[config.mk]
export PLATFORM = sky130hd
export DESIGN_NAME = slac_queue
export DESIGN_NICKNAME = d
export VERILOG_FILES = /design/src/hdl/slac_queue.sv
export SDC_FILE = /design/constraint.sdc
export NUM_CORES = 1
export LEC_CHECK = 0
export BUFFER_PORTS_ARGS = -buffer_cell sky130_fd_sc_hd__buf_2
export CORE_ASPECT_RATIO = 0.8
export CORE_UTILIZATION = 47
export DETAILED_ROUTE_END_ITERATION = 12
export HOLD_SLACK_MARGIN = 0.15
export PLACE_DENSITY = 0.81
export RECOVER_POWER = 100
export REMOVE_ABC_BUFFERS = 1
export SLEW_MARGIN = 20
export SYNTH_ARGS = -nofsm -noshare
export SYNTH_HDL_FRONTEND = slang
export SYNTH_SLANG_ARGS = --single-unit
[constraint.sdc]
create_clock -name clk -period 1.2 [get_ports clk]
set_input_delay 0.12 -clock clk [delete_from_list [all_inputs] [get_ports clk]]
set_output_delay 0.12 -clock clk [all_outputs]
set_load 0.01 [all_outputs]
[src/hdl/slac_queue.sv]
module slac_queue #(
  parameter int WIDTH = 8
) (
  input  logic             clk,
  input  logic             rst,
  input  logic             push,
  input  logic [WIDTH-1:0] push_data,
  output logic             full,
  input  logic             pop,
  output logic [WIDTH-1:0] pop_data,
  output logic             not_empty
);

  logic [WIDTH-1:0] slot [2];
  logic             wr_ptr;
  logic             rd_ptr;
  logic [1:0]       count;

  assign full      = (count == 2'd2);
  assign not_empty = (count != 2'd0);
  assign pop_data  = slot[rd_ptr];

  // Pointers and fill level
  always_ff @(posedge clk) begin
    if (rst) begin
      wr_ptr <= 1'b0;
      rd_ptr <= 1'b0;
      count  <= 2'd0;
    end else begin
      if (push) wr_ptr <= ~wr_ptr;
      if (pop) rd_ptr <= ~rd_ptr;
      if (push && !pop) count <= count + 2'd1;
      else if (pop && !push) count <= count - 2'd1;
    end
  end

  // Entry storage
  always_ff @(posedge clk) begin
    if (push) begin
      slot[wr_ptr] <= push_data;
    end
  end

endmodule

==> impl_summary.md, run 1 <==
Synth
The share of async-settable or async-resettable flops after synthesis is 0%. The count of yosys warnings during synthesis is 0. The top cell type by total area after synthesis is sky130_fd_sc_hd__edfxtp_1.

The post-synthesis instance area is 786 sq um. The flip-flop cell with the highest count after synthesis is sky130_fd_sc_hd__edfxtp_1. The per-instance average area after synthesis is 16.7 sq um. In the post-synthesis netlist, the biggest area contributors are sky130_fd_sc_hd__edfxtp_1 61%, sky130_fd_sc_hd__dfxtp_1 13%, sky130_fd_sc_hd__mux2_2 11%. For this run, the register share of the synthesized area comes to 73.9%. In the synthesized netlist, the cells that appear most often are 16 x sky130_fd_sc_hd__edfxtp_1, 8 x sky130_fd_sc_hd__mux2_2, 5 x sky130_fd_sc_hd__dfxtp_1, 4 x sky130_fd_sc_hd__nor2_1. By instance count, the leading cell after synthesis is sky130_fd_sc_hd__edfxtp_1.

The netlist uses 16 different library cells. Of the post-synthesis cell area, the dominant cell type holds 61.1%. The number of instances in the synthesized netlist is 47.

The synthesized design contains 16 enable-type register cells. The post-synthesis sequential element count is 21.

Drt
The number of iterations in the first detailed-routing pass is 4. The average wire length per cell after detail routing is 13.0 um. For this block, the initial DRC count from the detailed router was 9.

The via count normalized by instance count is 4.57. The sum of routed wire length over all layers is 1370 um. Detailed routing inserted a total of 480 vias. For this run, design rule violations remaining after detail routing come to 0. The count of nets left with antenna violations once routing finished came out at 0.

Die
The core region is 0.00147 sq mm. The die covers 0.00184 sq mm. Measured along the x axis, the die boundary spans 47.7 um. The die is 38.6 um tall.

The row count is 12. The initial core utilization is 53.4%. The I/O pin count is 22.

Clock tree
The number of buffers between clock root and the deepest sink is 2. The total CTS buffers is 3. The total setup buffers inserted after CTS is 0.

TritonCTS built the clock tree. The H-tree depth is 1. The tree built by TritonCTS fans out to 21 sinks. The clock edge transition at the registers on the reported setup and hold paths is 0.11 ns. The tree is rooted in a sky130_fd_sc_hd__clkbuf_4. For the worst-skew pair, the clock arrives at the later sink with an insertion delay of 0.31 ns.

Critical path
The signal on the critical path passes through mux2_4 > buf_6. Across all register-to-register paths, the minimum setup slack is 0.09 ns. The startpoint-to-endpoint class of the critical path is reg2out.

STA classifies the critical path startpoint as a register. The capturing instance or port of the critical path is pop_data[0]. Data arrives at the worst endpoint at 1.21 ns. The worst register-to-register path begins at wr_ptr$_SDFFE_PP0P_. STA classifies the critical path endpoint as a primary output. At the worst endpoint, the required time is 1.08 ns.

In this run the number of cells on the critical path is 2. The logic depth of the worst register-to-register path is 1. The cell with the biggest individual delay on the critical path is sky130_fd_sc_hd__dfxtp_4. In this design, the stage delay of the slowest critical-path cell is 0.45 ns.

The end of the worst register-to-register path is slot[1][1]$_DFFE_PP_. The family with the most delay on the worst path is flip-flops. The number of buffers and inverters on the critical path is 1.

Along the worst path, the maximum fanout reaches 8.

STA
Setup total negative slack on the finished layout was measured at -0.988 ns. Setup slack on the critical path of the routed design comes to -0.129 ns. Setup repair after global routing could not meet its margin everywhere.

The smallest clock period supported by the final layout is computed as 1.33 ns. The share of the cycle needed by the critical path after routing is 111%. For the pin with the worst max-slew slack, the measured transition is 0.403 ns. The number of pins with negative max-slew slack in the final report is 0.

The count of final hold-check violations was 0. Between clock sinks in the finished design, the worst skew comes to 0.00496 ns. The total of endpoints with negative setup slack in the final report is 8. Headroom to the max-slew limit came out at 73.1%. Static timing analysis puts the maximum clock frequency at 0.753 GHz.

GRT
The maximum number of pins on one net before global-route repair is 12. The number of global-route vias before repair came to 474. The number of antenna violations at the first check in global routing is 0. The global-route wire length before repair is 2150 um. Global routing consumed, over all layers together, 19.3% of the routing resources. Global routing finished with a remaining overflow of 0.

Cells and area
The repair_antennas step left the layout with diodes totalling 0. Summing all non-filler instances in the final layout gives an area of 0.00114 sq mm. The sequential cells in the finished layout cover a total of 589 sq um.

The share of post-route cells with drive strength above 1 is 36.9%. Summing all multi-input logic gate instances after layout gives 229 sq um. The number of nets in the final layout is 98.

The final core utilization is 77.5%. The layout overhead on the synthesized area is 45.1%. The filler cell count in the final layout is 103.

Power and ir drop
In this run the static leakage power is 0.000456 uW. Across the VDD grid, the largest voltage drop is 0.00106 V. The total power is 1500 uW. In this run the power density over the cells is 1320 mW/mm^2.

Place
Once placement finished, the instance area stood at 927 sq um. The number of input and output port buffers inserted is 21. After legalization and detailed placement, the total HPWL measured 849 um. At the end of routability-driven placement, the weighted congestion stood at 0.647. Prior to clock tree synthesis, the placed netlist has a worst setup slack of 0.0123 ns.

Hold path
The worst hold path begins at pop. The class of the tightest hold or removal check is in2reg.

Job
Max-cap violations in this run came to 0.

Status
The flow ran to the end, but the final reports show violations. The final reports fail on negative setup slack.
-- sequential cells by signal (all words and copies together), names as in the netlist, named ones only --
signal and flops:
rd_ptr 1, count 2, wr_ptr 1, slot 16
-- per-stage QoR --
| step | cells | hold slack [ns] |
|---|---|---|
| floorplan | 46 | 0.189 |
| global placement | 90 | 0.307 |
| detailed placement | 90 | 0.312 |
| CTS | 105 | 0.265 |
| global route | 105 | 0.346 |
| finish | 105 | 0.282 |
-- cells by family after synthesis --
group / count (synthesis) / share of synthesized area [%]
adder cells (fa/ha/maj): 1 / 1.59
AND/OR/NAND/NOR: 9 / 6.21
multiplexers: 8 / 11.5
XOR/XNOR: 4 / 4.46
flip-flops: 21 / 73.9
AO/OA/AOI/OAI: 2 / 1.27
buffers and inverters: 2 / 1.11
-- cells in the final DEF (no fill, tap or decap) --
cell type	netlist	routed
sky130_fd_sc_hd__a21oi_1	1	1
sky130_fd_sc_hd__and2_1	1	1
sky130_fd_sc_hd__and2b_2	1	1
sky130_fd_sc_hd__buf_2	1	5
sky130_fd_sc_hd__buf_6	0	8
sky130_fd_sc_hd__clkbuf_1	0	9
sky130_fd_sc_hd__clkbuf_2	0	2
sky130_fd_sc_hd__clkbuf_4	0	3
sky130_fd_sc_hd__dfxtp_1	5	2
sky130_fd_sc_hd__dfxtp_2	0	1
sky130_fd_sc_hd__dfxtp_4	0	2
sky130_fd_sc_hd__dlygate4sd3_1	0	11
sky130_fd_sc_hd__edfxtp_1	16	16
sky130_fd_sc_hd__ha_1	1	1
sky130_fd_sc_hd__inv_1	1	1
sky130_fd_sc_hd__mux2_4	0	8
sky130_fd_sc_hd__nor2_1	4	4
sky130_fd_sc_hd__nor2b_1	1	1
sky130_fd_sc_hd__o21ai_0	1	1
sky130_fd_sc_hd__or2_4	0	1
sky130_fd_sc_hd__or3_1	1	1
sky130_fd_sc_hd__xnor2_1	2	2
sky130_fd_sc_hd__xor2_1	2	2
-- layout make-up --
type	instances	share of cell area (%)
Clock buffer	4	2.31
Inverter	1	0.329
Multi-Input combinational cell	24	20.1
Sequential cell	21	51.7
Tap cell	21	2.31
Timing Repair Buffer	34	23.3
-- worst min path at each step --
stage | depth (start not counted) | end
2_1_floorplan | 1 | count[1]$_SDFFE_PP0P_
3_3_place_gp | 1 | slot[0][5]$_DFFE_PP_
3_5_place_dp | 1 | slot[0][0]$_DFFE_PP_
4_1_cts | 4 | count[0]$_SDFFE_PP0P_
5_1_grt | 5 | count[0]$_SDFFE_PP0P_
6_report | 5 | count[0]$_SDFFE_PP0P_
-- where the power goes --
group	internal, uW	leakage (uW)	switching [uW]
Sequential	843	0.000193	38.1
Combinational	181	0.000247	108
Clock	130	0.0000150	200
-- timing repair --
item                                   in CTS  in global routing
endpoints found under the hold margin      21                  0
setup endpoints to repair                   9                  9
hold buffers                               11                  0
resized for setup                          20                  3
gates cloned                                0                  0
-- per-layer routing --
layer	track usage, %	share of wire, %
met1	21.3	38
met2	34.1	55
met3	7.01	6.2
met4	6.25	1.1
met5	0	0
Power figures use the tool's default switching activity.
==> run 2: changes to the inputs <==
==> constraint.sdc (replaced) <==
create_clock -name clk -period 1.5 [get_ports clk]
set_input_delay 0.15 -clock clk [delete_from_list [all_inputs] [get_ports clk]]
set_output_delay 0.15 -clock clk [all_outputs]
set_load 0.01 [all_outputs]
==> run 2 against run 1 <==
The flow now finishes without violations. Flip-flop and latch count is the same. Non-clock buffer count shrank 1. Worst setup slack gained 0.22 ns. Hold slack gained 0.22 ns. Global-route usage shrank 2.1 points. Critical path depth grew 3. Register-to-register slack gained 0.32 ns. Power shrank 24%. Critical path type is now in2reg. Critical endpoint is now count[1]$_SDFFE_PP0P_. Largest power group unchanged.
==> impl_summary.md, run 2 (synthesis results as in run 1) <==
Drt
Dividing the detail-routed wire length by the instance count gives 12.2 um. The final route contains 489 vias. Dividing the detail-routed via count by the number of cells gives 4.70.

The number of DRC markers after the initial detailed-route iteration is 6. The first detailed-routing pass ran for 4 iterations. The sum of routed wire length over all layers is 1270 um. The number of nets still failing antenna checks after routing is 0.

For this run, design rule violations remaining after detail routing come to 0.

Cells and area
In the final layout, the registers with the most flip-flops are slot x16, count x2. Leaving out fill and tap cells, the most frequent cells in the layout are 16 x sky130_fd_sc_hd__edfxtp_1, 12 x sky130_fd_sc_hd__clkbuf_1, 11 x sky130_fd_sc_hd__dlygate4sd3_1. The commonest non-fill, non-tap cell in the layout is sky130_fd_sc_hd__edfxtp_1. The register with the most flip-flops in the layout has 16 of them. The layout overhead on the synthesized area is 32.5%. The most flop-heavy register is slot. The finished cells cover 0.00104 sq mm. Cells with a size suffix above 1 make up 30.1% of the layout. The final core utilization is 70.7%. The number of antenna repair diodes is 0. The final layout contains 97 nets.

Power and ir drop
Net switching is 23.6% of the power. Power spread over the standard cell area amounts to 1090 mW/mm^2. Across the VDD grid, the largest voltage drop is 0.000717 V. Of the total power, combinational logic draws 15.3%. Summing internal, switching and leakage power gives 1130 uW.

The net load switching power is 267 uW. In this run the static leakage power is 0.000396 uW. The power share of the sequential group is 61.5%. The internal portion of the total power is 866 uW. The share of total power dissipated in the clock network is 23.3%.

Die
The initial core utilization is 53.4%. The die covers 0.00184 sq mm. From bottom edge to top edge, the die measures 38.6 um. The core outline area is 0.00147 sq mm. The row count is 12. The floorplan die width is 47.7 um.

During I/O placement, the number of pins put on the boundary was 22.

Clock tree
The number of buffers between clock root and the deepest sink is 2. The H-tree depth is 1. The clock network latency to the later pin of the worst-skew pair is 0.31 ns. The total CTS buffers is 3.

The total setup buffers inserted after CTS is 0. The total number of clock tree sinks is 21. The tree is rooted in a sky130_fd_sc_hd__clkbuf_4. The CTS tree is built. After clock tree synthesis, the clock-pin slew on the worst setup and hold paths is 0.11 ns.

Critical path
The register-to-register setup slack is 0.41 ns. The end of the worst register-to-register path is slot[1][5]$_DFFE_PP_. The startpoint identified for the worst register-to-register timing path is wr_ptr$_SDFFE_PP0P_. The kind of start point of the critical path is an input port. The biggest fanout along the worst timing path is 4.

Data arrives at the worst endpoint at 1.66 ns. The startpoint-to-endpoint class of the critical path is in2reg. The logic depth of the worst register-to-register path is 1. STA puts the critical path data required time at 1.75 ns. The element type at the critical path end is a register.

STA
The worst slew slack as a fraction of its limit is 74.4%. Setup repair after global routing left no endpoint under its margin. The total of endpoints with negative setup slack in the final report is 0. Clock skew on the completed layout was measured at 0.00922 ns.

Setup total negative slack on the finished layout was measured at 0 ns. The share of the cycle needed by the critical path after routing is 94.0%. The number of pins with negative max-slew slack in the final report came to 0. The minimum period implied by the final worst setup slack is 1.41 ns. The highest clock rate is 0.709 GHz. The count of final hold-check violations was 0. For the pin with the worst max-slew slack, the measured transition is 0.383 ns.

Job
The number of max-cap violations is 0.

GRT
For this run the aggregate overflow at the end of global routing stands at 0. The number of global-route vias before repair is 466. Entering global routing, the biggest net connects 13 pins. The first global-routing pass estimated 1870 um of wire. The total global-route track usage is 17.2%. The number of antenna violations at the first check in global routing is 0.

Hold path
The path class of the tightest hold or removal check is reg2reg. The worst-case hold path end point is count[1]$_SDFFE_PP0P_. The depth of the worst hold-timing path is 2.

The worst hold path begins at count[1]$_SDFFE_PP0P_.

Place
The number of input and output port buffers inserted is 21. The placer's final routability congestion estimate is 0.623. The HPWL reported at the end of detailed placement is 843 um. The placed instances occupy a cell area of 920 sq um.

Status
The flow ran to the end, and the final reports show no timing, DRC or antenna violations.
[run 2: cell count changes in the layout (fill, tap and decap cells not counted), moves of 2 or more]
cell                       delta
sky130_fd_sc_hd__buf_6        -8
sky130_fd_sc_hd__clkbuf_1     +3
sky130_fd_sc_hd__clkbuf_2     +4
sky130_fd_sc_hd__dfxtp_1      +2
sky130_fd_sc_hd__dfxtp_4      -2
sky130_fd_sc_hd__mux2_2       +8
sky130_fd_sc_hd__mux2_4       -8
[run 2: cell type report]
class,instances,area (sq um)
clock buffers,3,22.5
clock inverters,1,5.00
fillers,134,430
inverters,1,3.75
multi-input cells,24,196
flip-flops and latches,21,582
well taps,21,26.3
repair buffers,33,205
[run 2: what timing repair did]
action                                 CTS  global route
setup endpoints to repair                8             0
hold buffers                            11             0
endpoints found under the hold margin   21             0
resized for setup                        1             0
[run 2: metal layers]
layer / vias up / wire (um) / share of wire, % / global-route usage, %
met5: - / 0 / 0 / 0
met4: 0 / 16 / 1.3 / 10.4
met3: 4 / 79 / 6.2 / 9.81
met2: 17 / 641 / 51 / 29.4
met1: 228 / 529 / 42 / 15.3
li1: 240 / - / - / -
[run 2: metrics by stage]
step | instances | hold WS, ns | setup slack (ns)
after floorplan | 46 | 0.219 | 0.412
after global placement | 89 | 0.338 | 0.313
after detailed placement | 89 | 0.342 | 0.315
after CTS | 104 | 0.507 | 0.0794
after global routing | 104 | 0.533 | 0.0275
final | 104 | 0.500 | 0.0902
[run 2: worst max path at each step]
stage	start	end	slack, ns	depth (start not counted)
after floorplan	wr_ptr$_SDFFE_PP0P_	slot[0][0]$_DFFE_PP_	0.41	1
after global placement	register	pop_data[5]	0.31	2
after detailed placement	register	pop_data[0]	0.32	2
after CTS	register	pop_data[0]	0.08	2
after global routing	push	count[1]$_SDFFE_PP0P_	0.03	5
final	push	count[1]$_SDFFE_PP0P_	0.09	5
[run 2: critical path: stages]
cell and delay, ns:
sky130_fd_sc_hd__dlygate4sd3_1 0.54, sky130_fd_sc_hd__clkbuf_1 0.14, sky130_fd_sc_hd__ha_1 0.34, sky130_fd_sc_hd__or3_1 0.35, sky130_fd_sc_hd__a21oi_1 0.14
[run 2: power by group through the flow]
| stage | Clock (uW) | Sequential (uW) | Combinational [uW] |
|---|---|---|---|
| final | 264 | 697 | 173 |
| after global routing | 302 | 702 | 191 |
| after CTS | 277 | 697 | 182 |
| after detailed placement | 0 | 710 | 160 |
| after global placement | 0 | 707 | 156 |
| after floorplan | 0 | 703 | 97.7 |
==> run 3: changes to the inputs <==
--- a/config.mk
+++ b/config.mk
@@ -8,6 +8,7 @@
 export BUFFER_PORTS_ARGS = -buffer_cell sky130_fd_sc_hd__buf_2
 export CORE_ASPECT_RATIO = 0.8
 export CORE_UTILIZATION = 47
+export CTS_BUF_LIST = sky130_fd_sc_hd__clkbuf_16
 export DETAILED_ROUTE_END_ITERATION = 12
 export HOLD_SLACK_MARGIN = 0.15
 export PLACE_DENSITY = 0.81
==> run 3 against run 2 <==
Sequential power about the same. Non-clock buffer count down 2. Cell area is 2.6% higher. Combinational power decreased by 4%.
==> impl_summary.md, run 3 (synthesis results as in run 1) <==
Cells and area
With fillers left out, the area of the finished cells amounts to 0.00107 sq mm. The filler cell count in the final layout is 125. The register with the most flip-flops in the layout has 16 of them.

The number of antenna repair diodes is 0. The top cell types in the final layout, fill and taps aside, are 16 x sky130_fd_sc_hd__clkbuf_1, 16 x sky130_fd_sc_hd__edfxtp_1, 9 x sky130_fd_sc_hd__dlygate4sd3_1. After the last flow step, the layout net total stands at 95. In the final layout, the share of cells above drive strength 1 is 25.9%. The layout overhead on the synthesized area is 36.0%. The largest registers in the layout are slot x16, count x2. Summing all flip-flop and latch instances after layout gives 582 sq um. The area taken by multi-input logic gates is 196 sq um. slot holds more flip-flops than any other register.

Hold path
The worst hold path belongs to the class in2reg.

Drt
The total via count in the routed design is 471. For this run, design rule violations remaining after detail routing come to 0. The number of nets still failing antenna checks after routing is 0. The sum of routed wire length over all layers is 1260 um. The first detailed-routing pass took 3 iterations. Using the TritonRoute via totals, the vias-per-cell ratio works out to 4.62.

The average wire length per cell after detail routing is 12.4 um. For this block, the initial DRC count from the detailed router was 7.

Die
The core outline area is 0.00147 sq mm. The row count is 12. The floorplan step set the die width to 47.7 um. The area enclosed by the die boundary is 0.00184 sq mm. The initial core utilization is 53.4%. The I/O pin count is 22.

From bottom edge to top edge, the die measures 38.6 um.

Place
The placement-stage cell area is 920 sq um. The HPWL reported at the end of detailed placement is 843 um. The placer's final routability congestion estimate is 0.623.

The number of input and output port buffers inserted is 21.

GRT
The number of global-route vias before repair came to 433. The number of antenna violations at the first check in global routing is 0. The first global-routing pass estimated 1810 um of wire. The total overflow left after global routing is 0. The total global-route track usage is 16.4%.

Entering global routing, the biggest net connects 13 pins.

STA
The worst clock skew on the final layout is 0.00186 ns. The highest clock rate is 0.756 GHz. The count of final hold-check violations is 0. The worst path in the final design needs a cycle of 1.32 ns, including I/O delays and setup.

The share of the cycle needed by the critical path after routing is 88.2%. On the final layout, the worst hold slack is 0.183 ns. After routing, the total negative slack on setup checks comes to 0 ns. Setup repair after global routing left no endpoint under its margin. For the pin with the worst max-slew slack, the measured transition is 0.548 ns. Headroom to the max-slew limit came out at 63.5%. Setup violations remaining at the end of the flow were counted as 0. The number of pins with negative max-slew slack in the final report is 0.

Clock tree
The clock edge transition at the registers on the reported setup and hold paths is 0.05 ns. CTS built an H-tree with a depth of 1. The CTS tree is built.

The buffer type at the clock tree root is sky130_fd_sc_hd__clkbuf_16. The clock net in this run drives a total of 21 sinks. The clock passes through at most 2 buffers. The clock network latency to the later pin of the worst-skew pair is 0.25 ns. TritonCTS created 3 clock buffers.

Critical path
In this run the worst path has a maximum fanout of 8. The critical path in this run is classified as reg2out. The arrival time at the worst endpoint is 1.17 ns. The kind of start point of the critical path is a register. At the worst endpoint, the required time is 1.35 ns. The element type at the critical path end is a primary output. The register-to-register setup slack is 0.29 ns.

Status
The flow ran to the end, and the final reports show no timing, DRC or antenna violations.

Power and ir drop
Net switching is 21.0% of the power. Cell internal power was estimated by the tool at 1120 uW. The clock share of power is 39.0%.

The combinational group share of total power is 11.7%. Of the total power, registers draw 49.3%. The design draws 1420 uW. The net load switching power is 298 uW. The worst-case IR drop observed on VDD is 0.00105 V. Dividing total power by cell area gives a power density of 1330 mW/mm^2. The leakage power total is 0.000397 uW.

Job
Max-cap violations in this run came to 0.
==> run 3: path summary, 6_finish.rpt <==
check	endpoint	depth (start not counted)	startpoint
setup / recovery	pop_data[0]	2	register
hold reg to reg	count[1]$_SDFFE_PP0P_	2	count[1]$_SDFFE_PP0P_
setup reg to reg	slot[1][0]$_DFFE_PP_	1	wr_ptr$_SDFFE_PP0P_
hold / removal	wr_ptr$_SDFFE_PP0P_	3	push
==> run 3: critical path, stage by stage, from the launching register on <==
cell and delay, ns:
sky130_fd_sc_hd__dfxtp_2 0.43, sky130_fd_sc_hd__mux2_2 0.37, sky130_fd_sc_hd__clkbuf_1 0.13
==> run 3: power by group through the flow <==
stage	combinational, uW	clock, uW	sequential, uW
after floorplan	97.7	0	703
after global placement	156	0	707
after global routing	182	582	704
after detailed placement	160	0	710
after CTS	179	562	698
final	166	552	699
==> run 3: what timing repair did <==
item,CTS,global route
hold buffers,9,0
setup endpoints to repair,0,7
gates resized for setup,0,1
hold endpoints to repair,21,0
setup buffers,0,0
==> run 3: cell type report <==
cell class / instances / share of cell area, %
flip-flops and latches: 21 / 54.4
well taps: 21 / 2.46
repair buffers: 31 / 16.9
clock buffers: 3 / 7.03
multi-input cells: 24 / 18.4
inverters: 1 / 0.351
clock inverters: 1 / 0.468
==> run 3: metrics by stage <==
step	util (%)	std cells	setup slack, ns
4_1_cts	74.1	102	0.0360
3_3_place_gp	62.5	89	0.313
2_1_floorplan	-	46	0.412
5_1_grt	72.6	102	0.123
3_5_place_dp	62.5	89	0.315
6_report	72.6	102	0.178
==> run 3: routing by layer <==
layer	routed length [um]	GRT usage, %	part of all wire [%]
met4	14	8.33	1.1
met3	73	8.41	5.8
met5	0	0	0
met1	551	16.9	44
met2	621	27.0	49
