--- src/hdl/slac_pkg.sv ---
package slac_pkg;

  // Fixed field widths
  localparam int ADDR_W       = 64;
  localparam int TAG_W        = 64;
  localparam int AGE_W        = 32;
  localparam int CNT_W        = 32;
  localparam int FUNC_W       = 2;
  localparam int SET_BITS_W   = 4;
  localparam int WAYS_W       = 4;
  localparam int BLOCK_BITS_W = 6;
  localparam int CFG_IDX_W    = 2;
  localparam int CFG_DATA_W   = 6;
  // set_bits is at most 15, so the masked index fits in 15 bits
  localparam int IDX_W        = 15;

  // Access kinds
  localparam logic [FUNC_W-1:0] FUNC_LOAD   = 2'd0;
  localparam logic [FUNC_W-1:0] FUNC_STORE  = 2'd1;
  localparam logic [FUNC_W-1:0] FUNC_MODIFY = 2'd2;

  // Configuration register indexes
  localparam logic [CFG_IDX_W-1:0] CFG_SET_BITS   = 2'd0;
  localparam logic [CFG_IDX_W-1:0] CFG_WAYS_USED  = 2'd1;
  localparam logic [CFG_IDX_W-1:0] CFG_BLOCK_BITS = 2'd2;

  // One cache line as stored in a set row
  typedef struct packed {
    logic             valid;
    logic [TAG_W-1:0] tag;
    logic [AGE_W-1:0] age;
  } slac_line_t;

  localparam int LINE_W = $bits(slac_line_t);

  // Back-end sequencer states
  typedef enum logic [2:0] {
    ST_CLEAR,
    ST_IDLE,
    ST_READ,
    ST_SCAN,
    ST_UPDATE
  } slac_state_t;

endpackage

--- src/hdl/slac_front.sv ---
module slac_front
  import slac_pkg::*;
#(
  parameter int MAX_SETS = 256
) (
  input  logic                                       clk,
  input  logic                                       rst,
  input  logic                                       hold,
  input  logic [SET_BITS_W-1:0]                      set_bits,
  input  logic [BLOCK_BITS_W-1:0]                    block_bits,
  input  logic                                       in_valid,
  output logic                                       in_ready,
  input  logic [FUNC_W-1:0]                          func,
  input  logic [ADDR_W-1:0]                          address,
  input  logic                                       queue_full,
  output logic                                       push,
  output logic [TAG_W-1:0]                           push_tag,
  output logic [((MAX_SETS > 1) ? $clog2(MAX_SETS) : 1)-1:0] push_set,
  output logic [AGE_W-1:0]                           push_stamp,
  output logic                                       push_modify
);

  localparam int SET_W = (MAX_SETS > 1) ? $clog2(MAX_SETS) : 1;
  localparam int MW    = $clog2(MAX_SETS + 1);
  // ceil(2^32 / MAX_SETS): exact quotient for any 15-bit index
  localparam logic [63:0] RECIP_FULL =
    ((64'd1 << 32) + 64'(MAX_SETS) - 64'd1) / 64'(MAX_SETS);
  localparam logic [32:0] RECIP = RECIP_FULL[32:0];

  logic [AGE_W-1:0] stamp;

  logic             s1_v;
  logic [TAG_W-1:0] s1_tag;
  logic [IDX_W-1:0] s1_idx;
  logic [AGE_W-1:0] s1_stamp;
  logic             s1_mod;

  logic             s2_v;
  logic [TAG_W-1:0] s2_tag;
  logic [IDX_W-1:0] s2_idx;
  logic [IDX_W-1:0] s2_q;
  logic [AGE_W-1:0] s2_stamp;
  logic             s2_mod;

  logic                    known_func;
  logic                    accept;
  logic                    load1;
  logic                    s1_adv;
  logic [6:0]              tag_shift;
  logic [ADDR_W-1:0]       idx_shifted;
  logic [IDX_W:0]          idx_mask;
  logic [TAG_W-1:0]        tag_calc;
  logic [IDX_W-1:0]        idx_calc;
  logic [IDX_W+32:0]       recip_prod;
  logic [IDX_W+MW-1:0]     q_times_m;
  logic [IDX_W-1:0]        set_rem;

  // Stage handshake
  assign push       = s2_v && !queue_full;
  assign s1_adv     = s1_v && (!s2_v || push);
  assign in_ready   = !hold && (!s1_v || s1_adv);
  assign accept     = in_valid && in_ready;
  assign known_func = (func == FUNC_LOAD) || (func == FUNC_STORE) || (func == FUNC_MODIFY);
  assign load1      = accept && known_func;

  // Tag and raw set index from the address
  assign tag_shift   = {3'b000, set_bits} + {1'b0, block_bits};
  assign tag_calc    = tag_shift[6] ? '0 : (address >> tag_shift[5:0]);
  assign idx_shifted = address >> block_bits;
  assign idx_mask    = ({{IDX_W{1'b0}}, 1'b1} << set_bits) - {{IDX_W{1'b0}}, 1'b1};
  assign idx_calc    = idx_shifted[IDX_W-1:0] & idx_mask[IDX_W-1:0];

  // Index modulo MAX_SETS: reciprocal quotient, then remainder
  assign recip_prod = s1_idx * RECIP;
  assign q_times_m  = s2_q * MW'(MAX_SETS);
  assign set_rem    = s2_idx - q_times_m[IDX_W-1:0];

  assign push_tag    = s2_tag;
  assign push_set    = set_rem[SET_W-1:0];
  assign push_stamp  = s2_stamp;
  assign push_modify = s2_mod;

  // Control state
  always_ff @(posedge clk) begin
    if (rst) begin
      stamp <= '0;
      s1_v  <= 1'b0;
      s2_v  <= 1'b0;
    end else begin
      if (load1) stamp <= stamp + 32'd1;
      if (load1) s1_v <= 1'b1;
      else if (s1_adv) s1_v <= 1'b0;
      if (s1_adv) s2_v <= 1'b1;
      else if (push) s2_v <= 1'b0;
    end
  end

  // Stage payloads
  always_ff @(posedge clk) begin
    if (load1) begin
      s1_tag   <= tag_calc;
      s1_idx   <= idx_calc;
      s1_stamp <= stamp + 32'd1;
      s1_mod   <= (func == FUNC_MODIFY);
    end
    if (s1_adv) begin
      s2_tag   <= s1_tag;
      s2_idx   <= s1_idx;
      s2_q     <= recip_prod[IDX_W+31:32];
      s2_stamp <= s1_stamp;
      s2_mod   <= s1_mod;
    end
  end

endmodule

--- config.mk ---
export PLATFORM = sky130hd
export DESIGN_NAME = slac_front
export DESIGN_NICKNAME = d
export VERILOG_FILES = /design/src/hdl/slac_pkg.sv /design/src/hdl/slac_front.sv
export SDC_FILE = /design/constraint.sdc
export NUM_CORES = 1
export LEC_CHECK = 0
export ABC_AREA = 0
export BUFFER_PORTS_ARGS = -buffer_cell sky130_fd_sc_hd__clkbuf_2
export CORE_AREA = 2 2 140 278
export CTS_BUF_LIST = sky130_fd_sc_hd__clkbuf_8
export CTS_CLUSTER_SIZE = 40
export DETAILED_ROUTE_END_ITERATION = 8
export DIE_AREA = 0 0 142 280
export HOLD_SLACK_MARGIN = 0.15
export PLACE_DENSITY = 0.56
export RECOVER_POWER = 25
export SLEW_MARGIN = 25
export SYNTH_ARGS = -nofsm -noshare
export SYNTH_HDL_FRONTEND = slang
export SYNTH_SLANG_ARGS = --single-unit
--- constraint.sdc ---
create_clock -name clk -period 20.3 [get_ports clk]
set_clock_uncertainty 0.2 [all_clocks]
set_input_delay 3.045 -clock clk [delete_from_list [all_inputs] [get_ports clk]]
set_output_delay 3.045 -clock clk [all_outputs]
set_load 0.005 [all_outputs]
==> results of run 1 <==
cells in the final DEF, fill, tap and decap left out, types with 6 or more instances in the layout:
cell	n
a31oi_1	9
nand2_1	159
mux2_2	47
mux2i_1	130
clkinv_1	6
a211oi_1	11
o21a_1	8
edfxtp_1	210
clkbuf_8	36
o21ai_0	37
xor2_1	29
mux4_2	74
o21ai_1	10
clkbuf_2	183
o221ai_1	19
nor2_1	86
buf_4	18
o211ai_1	24
nand2b_1	6
clkinv_2	6
mux2_1	10
nand4_1	12
xnor2_1	28
a21oi_1	34
or3_1	9
nor3_1	18
nand3_1	35
a32oi_1	6
dfxtp_1	34
inv_1	23
and2_1	14
nor2b_1	8
state kept, by name, indices dropped and copies added, names as in the netlist:
register     cells
s2_v             1
push_stamp      32
s1_v             1
push_modify      1
s1_stamp        32
stamp           32
s1_tag          64
s1_mod           1
s2_idx           8
push_tag        64
s1_idx           8
worst max-delay path, delay by kind of cell:
| kind | cells | cell delay (ps) |
|---|---|---|
| compound gates | 1 | 240 |
| buf+inv | 2 | 290 |
how the worst max path moves through the flow:
stage | start | cells past startpoint | endpoint
floorplan | queue_full | 1 | push_modify
global placement | queue_full | 3 | in_ready
detailed placement | queue_full | 3 | in_ready
CTS | queue_full | 3 | in_ready
global route | queue_full | 3 | in_ready
finish | queue_full | 3 | in_ready
stage by stage:
step             util  cells  instance area, µm²
2_1_floorplan       -   1246               14820
3_3_place_gp   0.4254   1825               16080
3_5_place_dp   0.4254   1825               16080
4_1_cts        0.4419   1888               16700
5_1_grt        0.4420   1890               16700
6_report       0.4420   1890               16700
per-layer routing:
metal	up-vias	share of wire
met5	-	0
met4	0	0.089
met1	5395	0.32
li1	5079	-
met2	441	0.55
met3	141	0.041
power by group through the flow:
stage	Combinational [mW]	Clock [mW]	Sequential, mW
6_report	0.393	0.351	0.589
5_1_grt	0.420	0.386	0.591
4_1_cts	0.387	0.365	0.590
3_5_place_dp	0.386	0	0.600
3_3_place_gp	0.383	0	0.600
2_1_floorplan	0.270	0	0.598
logic make-up after synthesis:
logic type,share of synthesized area
and+or+nand+nor,0.1127
muxes,0.2451
DFF,0.4714
AOI/OAI and AO/OA,0.08982
buffers and inverters,0.03461
xor gates and xnor gates,0.04001
adders and majority gates,0.006416
final cells by class:
class	count	area, µm²
antenna	1	2.502
clock buffer	36	495.5
clock inverter	27	126.4
fill	3561	21080
inverter	16	62.56
multi-input combinational	897	7352
sequential	244	6987
tap	463	579.3
timing repair buffer	206	1096
==> impl_metrics.py, run 1 <==
metrics = {
    "outcome": {
        "status": "complete, but fails checks",
        "violations": "max-capacitance violations, max-slew violations",
    },
    "critical_path": {
        "worst_ep_arrival_time_ps": 3570,
        "cp.required_ps": 17060,
        "cp_slowest_cell": "a31oi_1",
        "crit_chain": "clkbuf_2 > a31oi_1 > clkbuf_2",
        "worst_setup_path_end_kind": "primary output",
        "crit_type": "in -> out",
        "max_stage_delay_ps": 240,
        "reg2reg_from": "stamp[8]",
        "cp_max_fo": 5,
        "rr_worst_depth": 6,
        "cp_common_cell": "clkbuf_2",
        "r2r_slack_ps": 17060,
        "reg2reg_to": "stamp[31]",
        "start_kind": "input pin",
    },
    "synth": {
        "synth_area_leaders": "edfxtp_1 43%, mux4_2 11%, mux2i_1 8.8%",
        "postSynthCellCount": 1246,
        "postSynthNetCount": 1334,
        "ys_seq_area_frac": 0.4714,
        "yosys.area.top_type_share": 0.4255,
        "synthArstFlopShare": 0,
        "synth_commonest_cells": "210 x edfxtp_1, 159 x nand2_1, 130 x mux2i_1, 86 x nor2_1, 74 x mux4_2",
        "synth.avg_cell_area_um2": 11.90,
        "synth_top_flop_cell": "edfxtp_1",
        "ys_warn_count": 0,
        "synth_cell_types": 71,
        "synth_edf_count": 210,
        "ys_ff_latch": 244,
        "synth.largest_area_cell": "edfxtp_1",
        "yosysMostFrequentCell": "edfxtp_1",
        "synth_area_um2": 14820,
    },
    "power_and_ir_drop": {
        "peakVddDrop_mv": 0.03174,
        "clockPowerShare": 0.263,
        "p_leak_nw": 6.210,
        "share_comb_of_total_power": 0.295,
        "power_density_nw_per_um2": 79.81,
        "power_mw": 1.333,
        "sequentialPowerShare": 0.442,
        "intPower_uw": 897.1,
        "swShare": 0.3270,
        "switchingPower_uw": 435.8,
    },
    "placed_design": {
        "io_buffers": 187,
        "dp_hpwl_um": 34070,
        "gp_congestion": 1.003,
        "place_ws_ps": 13480,
    },
    "routing": {
        "wl_per_cell_um": 23.44,
        "drt-initial-drc-count": 436,
        "vias_per_cell": 5.850,
        "wl_um": 44300,
        "ant_nets": 0,
        "drc_errors": 0,
        "drt_pass1_iterations": 5,
        "vias": 11056,
    },
    "global_routing": {
        "grt_pass1_vias": 11140,
        "antenna_found_initial": 1,
        "overflow": 0,
        "grt_pass1_wl_um": 66410,
        "grt_max_degree": 73,
        "grt_util_met1": 0.2087,
        "grtUsageMet2": 0.4246,
        "grt_busiest_layer": "met2",
        "grt_usage": 0.2221,
        "grt.met3_usage": 0.02321,
    },
    "sta": {
        "worst_slack_ps": 13490,
        "grt_setup_unrepaired": "no",
        "drv_slew": 45,
        "max_freq_ghz": 0.1467,
        "min_period_ps": 6815,
        "holdWs_ps": 205.9,
        "setup_viol_count_final": 0,
        "relSlewSlack": -0.1018,
        "worst_pin_slew_ps": 1638,
        "finalSetupTns_ps": 0,
        "min_period_over_period": 0.3357,
        "hold_violations": 0,
    },
    "min_path": {
        "hp-class": "reg -> reg",
        "hold_end": "push_tag[37]",
        "min_from": "s1_tag[37]",
        "whs_path_depth": 0,
    },
    "clock_tree": {
        "cts_tree": "done",
        "root_buffer": "clkbuf_8",
        "clock_latency_ps": 550,
        "post_cts_resized": 0,
        "cts_buffers": 35,
        "clockBufferDepth": 3,
        "hold_buffers": 0,
        "cts_sinks": 244,
        "clk_pin_slew_ps": 60,
        "h-tree-depth": 2,
        "cts_setup_buffers": 0,
    },
    "floorplanning": {
        "dieArea_um2": 39760,
        "design.portCount": 188,
        "rows": 101,
        "core_um2": 37790,
        "start_util": 0.3923,
        "die_x_um": 142,
        "die_h_um": 280,
    },
    "layout": {
        "area_growth_pct": 12.68,
        "layout.nets": 1488,
        "layout-drive-gt1-share": 0.2742,
    },
    "run": {
        "cap_violations": 2,
    },
}
Power figures use the tool's default switching activity.
==> run 2, diff against run 1 <==
--- a/config.mk
+++ b/config.mk
@@ -5,13 +5,13 @@
 export SDC_FILE = /design/constraint.sdc
 export NUM_CORES = 1
 export LEC_CHECK = 0
-export ABC_AREA = 0
+export ABC_AREA = 1
 export BUFFER_PORTS_ARGS = -buffer_cell sky130_fd_sc_hd__clkbuf_2
-export CORE_AREA = 2 2 140 278
+export CORE_AREA = 2 2 143 284
 export CTS_BUF_LIST = sky130_fd_sc_hd__clkbuf_8
 export CTS_CLUSTER_SIZE = 40
 export DETAILED_ROUTE_END_ITERATION = 8
-export DIE_AREA = 0 0 142 280
+export DIE_AREA = 0 0 145 286
 export HOLD_SLACK_MARGIN = 0.15
 export PLACE_DENSITY = 0.56
 export RECOVER_POWER = 25
==> constraint.sdc (replaced) <==
create_clock -name clk -period 6.5 [get_ports clk]
set_clock_uncertainty 0.2 [all_clocks]
set_input_delay 0.975 -clock clk [delete_from_list [all_inputs] [get_ports clk]]
set_output_delay 0.975 -clock clk [all_outputs]
set_load 0.005 [all_outputs]
==> run 2 against run 1 <==
The run still ends with max-capacitance violations, max-slew violations left. Final cell count is 51% higher. Die area increased by 4.3%. Synthesized cell count is 76% higher. Clock-buffer cell count is 3 higher. Via count grew 41%. First-iteration DRC count increased by 120%. Cell area rose by 5.0%. Power increased to 3.3 times the previous value. Clock power rose to 3.4 times the previous value. Register-to-register slack got worse by 14000 ps. Utilization increased by 0.43 points. Wire length increased by 27%. Largest power group unchanged.
==> impl_metrics.py, run 2 <==
metrics = {
    "synth": {
        "synth_area_um2": 15510,
        "ys_warn_count": 0,
        "synth.largest_area_cell": "edfxtp_1",
        "synth_area_leaders": "edfxtp_1 41%, nand2_1 20%, nand3_1 18%",
        "ys_ff_latch": 244,
        "postSynthNetCount": 2277,
        "ys_seq_area_frac": 0.4505,
        "synth_commonest_cells": "814 x nand2_1, 566 x nand3_1, 210 x edfxtp_1, 133 x nor2_1, 111 x inv_1",
        "synth_cell_types": 29,
        "synthArstFlopShare": 0,
        "synth_top_flop_cell": "edfxtp_1",
        "synth_edf_count": 210,
        "postSynthCellCount": 2189,
        "yosysMostFrequentCell": "nand2_1",
        "yosys.area.top_type_share": 0.4066,
        "synth.avg_cell_area_um2": 7.085,
    },
    "clock_tree": {
        "clockBufferDepth": 3,
        "clk_pin_slew_ps": 70,
        "root_buffer": "clkbuf_8",
        "cts_buffers": 35,
        "cts_setup_buffers": 0,
        "hold_buffers": 0,
        "h-tree-depth": 2,
        "post_cts_resized": 0,
        "cts_tree": "done",
        "cts_sinks": 244,
        "clock_latency_ps": 570,
    },
    "routing": {
        "drc_errors": 0,
        "vias_per_cell": 5.434,
        "wl_um": 56350,
        "drt_pass1_iterations": 8,
        "ant_nets": 0,
        "vias": 15551,
        "drt-initial-drc-count": 956,
        "wl_per_cell_um": 19.69,
    },
    "layout": {
        "final_common_cell": "nand2_1",
        "layout-drive-gt1-share": 0.1152,
        "layout_common_cells": "812 x nand2_1, 566 x nand3_1, 210 x edfxtp_1, 184 x clkbuf_2, 132 x nor2_1",
        "layout.nets": 2397,
        "area_growth_pct": 13.10,
        "stdcell_count": 2862,
    },
    "floorplanning": {
        "design.portCount": 188,
        "rows": 103,
        "die_x_um": 145,
        "die_h_um": 286,
        "start_util": 0.3946,
        "core_um2": 39310,
        "dieArea_um2": 41470,
    },
    "placed_design": {
        "dp_hpwl_um": 43300,
        "dp_cells": 2796,
        "io_buffers": 187,
        "gp_congestion": 1.035,
    },
    "sta": {
        "min_period_over_period": 0.5908,
        "hold_violations": 0,
        "worst_pin_slew_ps": 2201,
        "grt_setup_unrepaired": "no",
        "drv_slew": 43,
        "min_period_ps": 3841,
        "max_freq_ghz": 0.2604,
        "relSlewSlack": -0.4676,
        "setup_viol_count_final": 0,
        "finalSetupTns_ps": 0,
        "holdWs_ps": 207.6,
    },
    "critical_path": {
        "worst_setup_path_end_kind": "flop",
        "worst_ep_arrival_time_ps": 4040,
        "start_kind": "input pin",
        "cp_max_fo": 36,
        "cp.required_ps": 6700,
        "crit_type": "in -> reg",
    },
    "global_routing": {
        "overflow": 0,
        "grt_pass1_wl_um": 85460,
        "grt_max_degree": 77,
        "grt_busiest_layer": "met2",
        "grt_util_met1": 0.2591,
        "grt.met3_usage": 0.02344,
        "antenna_found_initial": 1,
        "grtUsageMet2": 0.5075,
        "grt_pass1_vias": 15128,
        "grt_usage": 0.2675,
    },
    "outcome": {
        "violations": "max-capacitance violations, max-slew violations",
        "status": "complete, but fails checks",
    },
    "power_and_ir_drop": {
        "peakVddDrop_mv": 0.1214,
        "power_density_nw_per_um2": 253.1,
        "power_mw": 4.440,
        "p_leak_nw": 8.032,
    },
    "min_path": {
        "hp-class": "reg -> reg",
    },
    "run": {
        "cap_violations": 1,
    },
}
[run 2: power by group]
group | total [mW] | switching (mW) | leakage [nW] | internal [mW]
clock network | 1.21 | 0.603 | 0.383 | 0.603
logic | 1.39 | 0.999 | 5.44 | 0.386
registers | 1.85 | 0.0373 | 2.21 | 1.81
total | 4.44 | 1.64 | 8.03 | 2.80
[run 2: worst max-delay path, cell delays in order]
cell	delay (ps)
clkbuf_2	130
ha_4	180
fa_2	630
clkinv_1	560
buf_4	500
nand3_1	160
nand3_1	90
nand2_1	290
nand2_1	110
nand2_1	130
nand2_1	50
nand2_1	80
nand2_1	50
nand2_1	80
[run 2: cells by family (layout without fill, tap and decap cells)]
family,after synthesis,after routing,synth area share
fa+ha+maj,7,7,0.006131
other cells,0,1,0
buf+inv,246,393,0.06228
flops,244,244,0.4505
xor+xnor,23,23,0.01347
compound gates,119,119,0.04179
simple gates,1550,1550,0.4258
[run 2: metal layers]
metal  part of all wire  up-vias
met2               0.54      547
met3              0.041      186
li1                   -     7608
met4              0.094        0
met5                  0        -
met1               0.33     7210
[run 2: final timing paths]
kind                  endpoint  cells past startpoint   startpoint  slack (ps)
setup reg to reg  push_tag[40]                      3         s1_v        3470
setup / recovery    s1_tag[19]                     14  set_bits[0]        2660
hold reg to reg   push_tag[42]                      0   s1_tag[42]         210
hold / removal    push_tag[42]                      0   s1_tag[42]         210
[run 2: stage by stage]
| step | setup slack [ps] | util | area [µm²] |
|---|---|---|---|
| global placement | 2177 | 0.4281 | 16830 |
| CTS | 2704 | 0.4457 | 17520 |
| floorplan | 1259 | - | 15510 |
| detailed placement | 2142 | 0.4282 | 16830 |
| finish | 2660 | 0.4463 | 17540 |
| global route | 2461 | 0.4463 | 17540 |
[run 2: cell type report]
type / count / area (µm²)
clock inverter: 25 / 151.4
multi-input combinational: 1699 / 7619
tap: 525 / 656.9
sequential: 244 / 6987
fill: 4133 / 21770
clock buffer: 39 / 536.8
timing repair buffer: 212 / 1149
antenna: 1 / 2.502
inverter: 117 / 439.2
==> run 3, diff against run 2 <==
==> constraint.sdc (replaced) <==
create_clock -name clk -period 3.75 [get_ports clk]
set_clock_uncertainty 0.2 [all_clocks]
set_input_delay 0.5625 -clock clk [delete_from_list [all_inputs] [get_ports clk]]
set_output_delay 0.5625 -clock clk [all_outputs]
set_load 0.005 [all_outputs]
==> run 3 against run 2 <==
The flow now finishes without violations. Die area did not move. Worst setup slack got worse by 1700 ps. Sequential power is 73% higher. Utilization increased by 0.93 points. Clock power is 96% higher. Combinational power increased by 78%. Critical endpoint is now s1_tag[27].
==> impl_metrics.py, run 3 (synthesis gave the netlist of run 2 again) <==
metrics = {
    "placed_design": {
        "gp_congestion": 1.036,
        "placed_area_um2": 17100,
        "dp_cells": 2811,
        "io_buffers": 187,
        "place_ws_ps": 435.0,
        "dp_hpwl_um": 43720,
    },
    "run": {
        "cap_violations": 0,
    },
    "critical_path": {
        "reg2reg_from": "stamp[0]",
        "critPathTopFamily": "adder cells",
        "worst_ep_arrival_time_ps": 3010,
        "cp.required_ps": 3940,
        "crit_start": "set_bits[0]",
        "rr_worst_depth": 10,
        "crit_buf_inv": 3,
        "start_kind": "input pin",
        "worst_setup_path_end_kind": "flop",
        "max_stage_delay_ps": 570,
        "cp_max_fo": 60,
        "cp_common_cell": "nand2_1",
        "crit_end": "s1_tag[27]",
        "cp_slowest_cell": "fa_2",
        "critical_path_depth": 14,
        "crit_type": "in -> reg",
        "crit_chain": "clkbuf_2 > ha_2 > fa_2 > clkinv_1 > buf_12 > nand3_1 > nand2_1 > o21ai_0 > nand2_1 > nand2_1 > nand2_1 > nand2_1 > nand2_1 > nand2_1",
        "reg2reg_to": "stamp[24]",
        "r2r_slack_ps": 1420,
    },
    "sta": {
        "min_period_over_period": 0.7512,
        "drv_slew": 0,
        "setup_viol_count_final": 0,
        "max_freq_ghz": 0.3550,
        "relSlewSlack": 0.5458,
        "min_period_ps": 2817,
        "finalSetupTns_ps": 0,
        "grt_setup_unrepaired": "no",
        "hold_violations": 0,
        "worst_pin_slew_ps": 680.6,
        "worst_slack_ps": 932.8,
    },
    "layout": {
        "seq_area_um2": 6987,
        "final_common_cell": "nand2_1",
        "num-fill-cells": 4078,
        "layout_common_cells": "812 x nand2_1, 566 x nand3_1, 210 x edfxtp_1, 176 x clkbuf_2, 132 x nor2_1",
        "layout-drive-gt1-share": 0.1197,
        "area_growth_pct": 15.47,
        "layout.nets": 2415,
        "final_area_um2": 17910,
        "stdcell_count": 2881,
        "multi_input_area_um2": 7615,
    },
    "routing": {
        "wl_um": 57120,
        "drt-initial-drc-count": 1063,
        "vias": 15578,
        "drt_pass1_iterations": 6,
        "ant_nets": 0,
        "wl_per_cell_um": 19.83,
        "vias_per_cell": 5.407,
        "drc_errors": 0,
    },
    "floorplanning": {
        "design.portCount": 188,
        "start_util": 0.3946,
        "core_um2": 39310,
        "die_h_um": 286,
        "die_x_um": 145,
        "dieArea_um2": 41470,
        "rows": 103,
    },
    "power_and_ir_drop": {
        "power_mw": 8.050,
        "p_leak_nw": 8.189,
        "power_density_nw_per_um2": 449.5,
        "peakVddDrop_mv": 0.1870,
    },
    "min_path": {
        "hp-class": "in -> reg",
    },
    "global_routing": {
        "grt_pass1_vias": 15355,
        "antenna_found_initial": 1,
        "overflow": 0,
        "grt_usage": 0.2740,
        "grt_pass1_wl_um": 87260,
        "grt_max_degree": 106,
    },
    "clock_tree": {
        "cts_buffers": 36,
        "h-tree-depth": 2,
        "cts_sinks": 244,
        "clock_latency_ps": 560,
        "clockBufferDepth": 3,
        "post_cts_resized": 0,
        "root_buffer": "clkbuf_8",
        "clk_pin_slew_ps": 100,
        "cts_tree": "done",
    },
    "outcome": {
        "status": "finished, final reports clean",
    },
}
## run 3: how the worst min path moves through the flow
stage | start | end | slack [ps] | cells past startpoint
global route | s1_stamp[8] | push_stamp[8] | 200 | 0
detailed placement | s1_stamp[24] | push_stamp[24] | 200 | 0
CTS | set_bits[2] | s1_idx[0] | 170 | 3
floorplan | s1_mod | push_modify | 200 | 0
finish | set_bits[2] | s1_idx[0] | 190 | 3
global placement | s1_stamp[24] | push_stamp[24] | 200 | 0
## run 3: where the power goes
part	total (mW)	internal, mW	switching [mW]
Clock	2.37	1.29	1.08
Sequential	3.20	3.14	0.0627
Combinational	2.48	0.716	1.77
## run 3: routing by layer
| metal | part of all wire | vias up | global-route usage | routed length, µm |
|---|---|---|---|---|
| met2 | 0.53 | 564 | 0.5149 | 30200 |
| met5 | 0 | - | 0 | 0 |
| met1 | 0.33 | 7182 | 0.2599 | 18630 |
| li1 | - | 7648 | - | - |
| met4 | 0.10 | 0 | 0.2421 | 5797 |
| met3 | 0.044 | 184 | 0.03126 | 2493 |
## run 3: worst min-delay path: cells and delay by family
| family | cells | cell delay (ps) |
|---|---|---|
| buf+inv | 1 | 120 |
| simple gates | 2 | 170 |
## run 3: through the flow
stage	util	hold WS, ps
4_1_cts	0.4559	169.2
2_1_floorplan	-	200.3
3_3_place_gp	0.4351	200.9
3_5_place_dp	0.4351	204.5
5_1_grt	0.4556	195.1
6_report	0.4556	189.9
## run 3: timing repair
| action | 4_1_cts | 5_1_grt |
|---|---|---|
| hold buffers | 3 | 0 |
| endpoints found under the hold margin | 2 | 0 |
| buffers inserted | 0 | 0 |
## run 3: final cells by class
type | instances | area share
clock inverter | 29 | 0.01551
tap | 525 | 0.03668
inverter | 117 | 0.02452
timing repair buffer | 229 | 0.07930
multi-input combinational | 1699 | 0.4252
sequential | 244 | 0.3902
antenna | 1 | 0.0001397
clock buffer | 37 | 0.02844
